==> config.mk <==
export PLATFORM = sky130hd
export DESIGN_NAME = fnv1_64_bucket_index_core
export DESIGN_NICKNAME = d
export VERILOG_FILES = /design/src/rtl/fnv_pkg.sv /design/src/rtl/fnv_front.sv /design/src/rtl/fnv_queue.sv /design/src/rtl/fnv_modulo.sv /design/src/rtl/fnv1_64_bucket_index_core.sv
export SDC_FILE = /design/constraint.sdc
export NUM_CORES = 1
export LEC_CHECK = 0
export ABC_AREA = 1
export BUFFER_PORTS_ARGS = -buffer_cell sky130_fd_sc_hd__buf_2
export CAP_MARGIN = 5
export CORE_UTILIZATION = 50
export DETAILED_ROUTE_END_ITERATION = 6
export HOLD_SLACK_MARGIN = 0.12
export PLACE_DENSITY = 0.68
export SLEW_MARGIN = 20
export SYNTH_ARGS = -nofsm -noshare
export SYNTH_HDL_FRONTEND = slang
export SYNTH_SLANG_ARGS = --single-unit
==> constraint.sdc <==
create_clock -name clock -period 11 [get_ports clock]
set_clock_uncertainty 0.15 [all_clocks]
set_input_delay 2.75 -clock clock [delete_from_list [all_inputs] [get_ports clock]]
set_output_delay 2.75 -clock clock [all_outputs]
set_load 0.005 [all_outputs]
==> src/rtl/fnv_pkg.sv <==
package fnv_pkg;

   // FNV-1 64-bit constants; the prime is 2^40 + 0x1B3
   localparam logic [63:0] FNV_OFFSET_BASIS = 64'hCBF2_9CE4_8422_2325;
   localparam int          PRIME_HIGH_SHIFT = 40;

   localparam int          HASH_W      = 64;
   localparam int          BUCKET_W    = 32;
   localparam logic [BUCKET_W-1:0] TABLE_SIZE_RESET = 32'd2503;

   // Queue between hasher and modulo unit (depth must be a power of two)
   localparam int QUEUE_DEPTH = 2;
   localparam int QUEUE_PTR_W = $clog2(QUEUE_DEPTH);
   localparam int QUEUE_CNT_W = $clog2(QUEUE_DEPTH + 1);

   // Restoring divider: one quotient bit per cycle
   localparam int DIV_STEPS = HASH_W;
   localparam int DIV_CNT_W = $clog2(DIV_STEPS);

   typedef struct packed {
      logic [7:0] key_byte;
      logic       has_byte;
      logic       last;
   } req_type;

   typedef struct packed {
      logic [HASH_W-1:0]   hash_value;
      logic [BUCKET_W-1:0] bucket_index;
   } rsp_type;

   // Finished key hash moving through the queue
   typedef struct packed {
      logic              valid;
      logic [HASH_W-1:0] hash;
   } hash_entry_type;

endpackage

==> src/rtl/fnv_front.sv <==
module fnv_front import fnv_pkg::*; (
   input  logic           clock,
   input  logic           reset,
   input  logic           req_valid,
   output logic           req_stall,
   input  req_type        req_data,
   input  logic           queue_full,
   output hash_entry_type push
);

   logic [HASH_W-1:0] hash_ff;
   logic [HASH_W-1:0] hash_in;
   logic [HASH_W-1:0] product;
   logic [HASH_W-1:0] stepped;
   logic              accept;

   assign req_stall = queue_full;
   assign accept    = req_valid && !req_stall;

   // Multiply by the prime as shifts: 2^40 + 256 + 128 + 32 + 16 + 2 + 1
   always_comb begin
      product = (hash_ff << PRIME_HIGH_SHIFT) + (hash_ff << 8) + (hash_ff << 7)
              + (hash_ff << 5) + (hash_ff << 4) + (hash_ff << 1) + hash_ff;
      if (req_data.has_byte) begin
         stepped = product ^ {{(HASH_W-8){1'b0}}, req_data.key_byte};
      end else begin
         stepped = hash_ff;
      end
   end

   // Advance the running hash; restart it at the end of a key
   always_comb begin
      hash_in    = hash_ff;
      push.valid = 1'b0;
      push.hash  = stepped;
      if (accept) begin
         if (req_data.last) begin
            push.valid = 1'b1;
            hash_in    = FNV_OFFSET_BASIS;
         end else begin
            hash_in    = stepped;
         end
      end
   end

   always_ff @(posedge clock) begin
      if (reset) begin
         hash_ff <= FNV_OFFSET_BASIS;
      end else begin
         hash_ff <= hash_in;
      end
   end

endmodule

==> src/rtl/fnv_queue.sv <==
module fnv_queue import fnv_pkg::*; (
   input  logic           clock,
   input  logic           reset,
   input  hash_entry_type push,
   output logic           full,
   input  logic           pop,
   output hash_entry_type head
);

   logic [HASH_W-1:0]      entries_ff [QUEUE_DEPTH];
   logic [QUEUE_PTR_W-1:0] wr_ptr_ff;
   logic [QUEUE_PTR_W-1:0] wr_ptr_in;
   logic [QUEUE_PTR_W-1:0] rd_ptr_ff;
   logic [QUEUE_PTR_W-1:0] rd_ptr_in;
   logic [QUEUE_CNT_W-1:0] count_ff;
   logic [QUEUE_CNT_W-1:0] count_in;
   logic                   do_push;
   logic                   do_pop;

   assign full       = (count_ff == QUEUE_CNT_W'(QUEUE_DEPTH));
   assign head.valid = (count_ff != '0);
   assign head.hash  = entries_ff[rd_ptr_ff];
   assign do_push    = push.valid && !full;
   assign do_pop     = pop && head.valid;

   // Advance pointers and occupancy
   always_comb begin
      wr_ptr_in = wr_ptr_ff;
      rd_ptr_in = rd_ptr_ff;
      count_in  = count_ff;
      if (do_push) begin
         wr_ptr_in = wr_ptr_ff + 1'b1;
      end
      if (do_pop) begin
         rd_ptr_in = rd_ptr_ff + 1'b1;
      end
      if (do_push && !do_pop) begin
         count_in = count_ff + 1'b1;
      end else if (do_pop && !do_push) begin
         count_in = count_ff - 1'b1;
      end
   end

   always_ff @(posedge clock) begin
      if (reset) begin
         wr_ptr_ff <= '0;
         rd_ptr_ff <= '0;
         count_ff  <= '0;
      end else begin
         wr_ptr_ff <= wr_ptr_in;
         rd_ptr_ff <= rd_ptr_in;
         count_ff  <= count_in;
      end
   end

   // Store pushed hashes
   always_ff @(posedge clock) begin
      if (do_push) begin
         entries_ff[wr_ptr_ff] <= push.hash;
      end
   end

endmodule

==> src/rtl/fnv_modulo.sv <==
module fnv_modulo import fnv_pkg::*; (
   input  logic                clock,
   input  logic                reset,
   input  hash_entry_type      head,
   output logic                pop,
   input  logic [BUCKET_W-1:0] table_size,
   output logic                rsp_valid,
   input  logic                rsp_stall,
   output rsp_type             rsp_data
);

   localparam logic [1:0] ST_IDLE   = 2'd0;
   localparam logic [1:0] ST_DIVIDE = 2'd1;
   localparam logic [1:0] ST_DONE   = 2'd2;

   logic [1:0]            state_ff;
   logic [1:0]            state_in;
   logic [DIV_CNT_W-1:0]  count_ff;
   logic [DIV_CNT_W-1:0]  count_in;
   logic [HASH_W-1:0]     hash_ff;
   logic [HASH_W-1:0]     hash_in;
   logic [HASH_W-1:0]     shift_ff;
   logic [HASH_W-1:0]     shift_in;
   logic [BUCKET_W-1:0]   rem_ff;
   logic [BUCKET_W-1:0]   rem_in;
   logic [BUCKET_W-1:0]   divisor_ff;
   logic [BUCKET_W-1:0]   divisor_in;
   logic [BUCKET_W:0]     rem_shift;
   logic [BUCKET_W:0]     rem_diff;
   logic                  rsp_valid_ff;
   logic                  rsp_valid_in;
   rsp_type               rsp_data_ff;
   rsp_type               rsp_data_in;
   logic                  out_free;

   assign rsp_valid = rsp_valid_ff;
   assign rsp_data  = rsp_data_ff;
   assign out_free  = !rsp_valid_ff || !rsp_stall;
   assign pop       = (state_ff == ST_IDLE) && head.valid;

   // One restoring step: bring down the next hash bit, subtract if it fits
   assign rem_shift = {rem_ff, shift_ff[HASH_W-1]};
   assign rem_diff  = rem_shift - {1'b0, divisor_ff};

   always_comb begin
      state_in     = state_ff;
      count_in     = count_ff;
      hash_in      = hash_ff;
      shift_in     = shift_ff;
      rem_in       = rem_ff;
      divisor_in   = divisor_ff;
      rsp_valid_in = rsp_valid_ff;
      rsp_data_in  = rsp_data_ff;
      // Drop the result once the receiver takes it
      if (rsp_valid_ff && !rsp_stall) begin
         rsp_valid_in = 1'b0;
      end
      case (state_ff)
         ST_IDLE: begin
            if (head.valid) begin
               hash_in    = head.hash;
               shift_in   = head.hash;
               rem_in     = '0;
               divisor_in = table_size;
               count_in   = '0;
               state_in   = ST_DIVIDE;
            end
         end
         ST_DIVIDE: begin
            shift_in = shift_ff << 1;
            if (!rem_diff[BUCKET_W]) begin
               rem_in = rem_diff[BUCKET_W-1:0];
            end else begin
               rem_in = rem_shift[BUCKET_W-1:0];
            end
            count_in = count_ff + 1'b1;
            if (count_ff == DIV_CNT_W'(DIV_STEPS - 1)) begin
               state_in = ST_DONE;
            end
         end
         ST_DONE: begin
            // Hold until the output register is free
            if (out_free) begin
               rsp_valid_in            = 1'b1;
               rsp_data_in.hash_value  = hash_ff;
               rsp_data_in.bucket_index = (divisor_ff == '0) ? '0 : rem_ff;
               state_in                = ST_IDLE;
            end
         end
         default: begin
            state_in = ST_IDLE;
         end
      endcase
   end

   always_ff @(posedge clock) begin
      if (reset) begin
         state_ff     <= ST_IDLE;
         rsp_valid_ff <= 1'b0;
      end else begin
         state_ff     <= state_in;
         rsp_valid_ff <= rsp_valid_in;
      end
   end

   always_ff @(posedge clock) begin
      count_ff    <= count_in;
      hash_ff     <= hash_in;
      shift_ff    <= shift_in;
      rem_ff      <= rem_in;
      divisor_ff  <= divisor_in;
      rsp_data_ff <= rsp_data_in;
   end

endmodule

==> src/rtl/fnv1_64_bucket_index_core.sv <==
// FNV-1 64-bit key hasher with bucket index.
// Request channel (req_valid / req_stall / req_data): one key byte per request,
// with has_byte (byte belongs to the key) and last (ends the key). A bare last
// request adds no byte. Bytes are hashed at one per cycle while req_stall is low.
// Response channel (rsp_valid / rsp_stall / rsp_data): one response per key,
// the 64-bit hash and the hash modulo table_size (0 when table_size is 0).
// Config channel (csr_valid / csr_ready / csr_data): writes table_size; always
// ready, write it only while no key is in flight.
// The last request of a key pushes its hash into the queue; the modulo unit
// pops it when idle, runs a restoring divider taking one bit per cycle, then
// loads the response register. Short keys are limited by the divider, longer
// keys by the byte rate. A two-entry queue holds finished hashes between the
// hasher and the divider, so hashing continues while a division runs.
// When rsp_stall is high the response holds; the divider and the queue fill
// behind it and req_stall rises once the queue is full.
// Reset (synchronous, active high) restarts the hash at the offset basis,
// empties the queue, drops any pending response, and sets table_size to 2503.
module fnv1_64_bucket_index_core import fnv_pkg::*; (
   input  logic                clock,
   input  logic                reset,
   input  logic                req_valid,
   output logic                req_stall,
   input  req_type             req_data,
   output logic                rsp_valid,
   input  logic                rsp_stall,
   output rsp_type             rsp_data,
   input  logic                csr_valid,
   output logic                csr_ready,
   input  logic [BUCKET_W-1:0] csr_data
);

   logic [BUCKET_W-1:0] table_size_ff;
   logic [BUCKET_W-1:0] table_size_in;
   hash_entry_type      push;
   hash_entry_type      head;
   logic                queue_full;
   logic                pop;

   assign csr_ready = 1'b1;

   // Capture table size writes
   always_comb begin
      table_size_in = table_size_ff;
      if (csr_valid && csr_ready) begin
         table_size_in = csr_data;
      end
   end

   always_ff @(posedge clock) begin
      if (reset) begin
         table_size_ff <= TABLE_SIZE_RESET;
      end else begin
         table_size_ff <= table_size_in;
      end
   end

   fnv_front u_front (
      .clock      (clock),
      .reset      (reset),
      .req_valid  (req_valid),
      .req_stall  (req_stall),
      .req_data   (req_data),
      .queue_full (queue_full),
      .push       (push)
   );

   fnv_queue u_queue (
      .clock (clock),
      .reset (reset),
      .push  (push),
      .full  (queue_full),
      .pop   (pop),
      .head  (head)
   );

   fnv_modulo u_modulo (
      .clock      (clock),
      .reset      (reset),
      .head       (head),
      .pop        (pop),
      .table_size (table_size_ff),
      .rsp_valid  (rsp_valid),
      .rsp_stall  (rsp_stall),
      .rsp_data   (rsp_data)
   );

endmodule
==> impl_metrics.csv <==
group,metric,value,unit
outcome,outcome,"complete, no violations",
finish,fillers,6093,
setup_path,cp_top_family,"adder cells",
timing,setup_viol,0,
setup_path,start_kind,"register",
logic_synthesis,synth_top_area_share,0.371,
place,portBuffers,144,
logic_synthesis,synth_ff_type,"edfxtp_1",
logic_synthesis,yosysWarnings,0,
global_route,antenna_found_initial,0,
finish,nets,4408,
die,fp.dieW,263,um
clock_network,clock-root-buffer,"clkbuf_16",
place,hpwl,69400,um
logic_synthesis,synth_cells,3840,
clock_network,cts_resized,0,
clock_network,cts_tree,"built",
timing,slew_headroom,0.247,
timing,fin_crit_sh,0.514,
setup_path,critical_path_arrival,5.82,ns
clock_network,clk_pin_slew,0.06,ns
clock_network,clkLatencyLatePin,0.59,ns
clock_network,htree_levels,2,
setup_path,critPathMaxFanout,7,
logic_synthesis,async_flop_share,0,
drt,firstDrtPassIters,5,
die,rows,95,
setup_path,endpoint_kind,"register",
logic_synthesis,synth_edf_count,422,
setup_path,cp_cell_sequence,"inv_1 -> fa_1 -> inv_1 -> fa_1 -> inv_1 -> fa_1 -> inv_1 -> ha_1 -> ha_1 -> nand2_1 -> inv_1 -> a21oi_1 -> o21ai_0 -> a21oi_1 -> nand2_1 -> nand2_1 -> nand2_1 -> nand2_1 -> nand3_1 -> and2_1",
die,coreArea,67400,sq um
logic_synthesis,ys_ff_latch,526,
finish,fin_util,0.557,
clock_network,cts_buffers,51,
finish,syn_to_final_growth,9.90,%
drt,wirelength,88300,um
die,initial_core_util,0.507,
logic_synthesis,ys_seq_area_frac,0.432,
global_route,grt_max_degree,95,
logic_synthesis,synth.avg_cell_area,8.89,sq um
setup_path,cp_slowest_cell,"fa_1",
clock_network,clk_path_buf_depth,3,
timing,hold_viol,0,
logic_synthesis,synthesis.nets,4279,
finish,antennaDiodeCount,0,
setup_path,slowest_delay,0.61,ns
timing,max_slew.worst_pin.slew,1.13,ns
timing,maxSlewViolCount,0,
clock_network,cts_hold_buffers,0,
clock_network,clock_sinks,526,
run,maxCapViolCount,0,
setup_path,path_class,"reg -> reg",
drt,drc,0,
timing,setup-tns-final,0,ns
drt,num_vias,25300,
drt,wl_per_cell,18.1,um
min_path,min-delay-path-class,"reg -> reg",
global_route,grt_pass1_wl,138000,um
die,ios,146,
finish,final_common_cell,"nand2_1",
drt,via_per_inst,5.18,
drt,antenna_left,0,
timing,min_period,5.65,ns
setup_path,crit_required,11.16,ns
logic_synthesis,synth_cell_types,47,
timing,fmax,177,MHz
setup_path,cp_num_buf_inv,5,
global_route,grt_pass1_vias,24500,
global_route,overflow,0,
global_route,track_usage,0.258,
finish,mostFrequentLayoutCells,"nand2_1 (896), inv_1 (822), edfxtp_1 (422)",
drt,drt_iter0_markers,1986,
logic_synthesis,syn_area,34100,sq um
die,die_h,263,um
die,dieArea,69300,sq um
logic_synthesis,yosys.area.top_type,"edfxtp_1",
clock_network,cts_setup_buffers,0,
finish,drive_above_1_share,0.0708,
timing,rsz0062_at_grt,"no",
place,place.gp.congestion,0.995,
logic_synthesis,synth.area.top_cells,"edfxtp_1 (37%), fa_1 (15%), nand2_1 (9.9%), inv_1 (9.1%), dfxtp_1 (6.1%)",
==> sequential cells by signal, summed over array words and instances (netlist names), named ones only <==
register and cells:
u_queue.wr_ptr_ff 1, u_queue.entries_ff 128, u_modulo.divisor_ff 32, table_size_ff 32, u_modulo.rem_ff 32, u_queue.count_ff 2, u_modulo.count_ff 6, u_modulo.rsp_valid 1
u_modulo.state_ff 2, u_queue.rd_ptr_ff 1, u_front.hash_ff 64, u_modulo.hash_ff 64, u_modulo.rsp_data 96, u_modulo.shift_ff 64
==> per-stage QoR <==
stage          area [sq um]  hold slack, ns  std cells  setup slack (ns)
2_1_floorplan         34100           0.250       3840              3.40
3_3_place_gp          35800           0.251       4789              4.84
3_5_place_dp          35800           0.255       4789              4.82
4_1_cts               37500           0.257       4884              5.38
5_1_grt               37500           0.269       4884              5.11
6_report              37500           0.268       4884              5.35
==> synth_stat cells (all sizes together), types with 66 or more instances <==
cell type,count
dfxtp,104
edfxtp,422
ha,140
nor2,384
nand3,153
fa,252
o21ai,127
a31oi,73
clkbuf,66
nand2,906
inv,827
a21oi,156
==> layer usage <==
metal | GRT usage | wire (um) | vias to the layer above
met3 | 0.0333 | 5370 | 99
met4 | 0.0676 | 2090 | 0
li1 | - | - | 12300
met1 | 0.372 | 40300 | 12100
met5 | 0 | 0 | -
met2 | 0.412 | 40500 | 730
==> worst reg2reg max path: cells and delay by family, from the launching register on <==
kind	cells	cell delay, ns
fa+ha+maj	5	2.35
simple gates	7	0.93
flops	1	0.50
buf+inv	5	0.55
compound gates	3	0.91
==> final cells by class <==
cell class	instances	area, sq um	share of cell area
Sequential cell	526	14800	0.393
Timing Repair Buffer	161	848	0.0226
Clock buffer	68	1480	0.0393
Inverter	827	3110	0.0829
Tap cell	873	1090	0.0291
Clock inverter	27	270	0.00720
Multi-Input combinational cell	2402	16000	0.426
==> cell families (layout without fill, tap and decap cells) <==
logic type	after synthesis	in the layout	synth area share
xor+xnor	64	64	0.0164
buf+inv	912	1083	0.102
fa+ha+maj	392	392	0.199
flops	526	526	0.432
other cells	1	1	0.000110
compound gates	408	408	0.0676
simple gates	1537	1537	0.183
==> path summary, 6_finish.rpt <==
kind                                    start                             endpoint  slack (ns)  depth (start not counted)
min            u_modulo.hash_ff[18]$_DFFE_PP_      u_modulo.rsp_data[50]$_DFFE_PP_        0.27                          0
min reg2reg    u_modulo.hash_ff[18]$_DFFE_PP_      u_modulo.rsp_data[50]$_DFFE_PP_        0.27                          0
max reg2reg  u_front.hash_ff[21]$_SDFFE_PP1P_  u_queue.entries_ff[1][39]$_DFFE_PP_        5.35                         20
max          u_front.hash_ff[21]$_SDFFE_PP1P_  u_queue.entries_ff[1][39]$_DFFE_PP_        5.35                         20
Power is left out: the tool's default activity adds up to more than one toggle a clock period on the data nets, which glitch-free logic cannot reach.
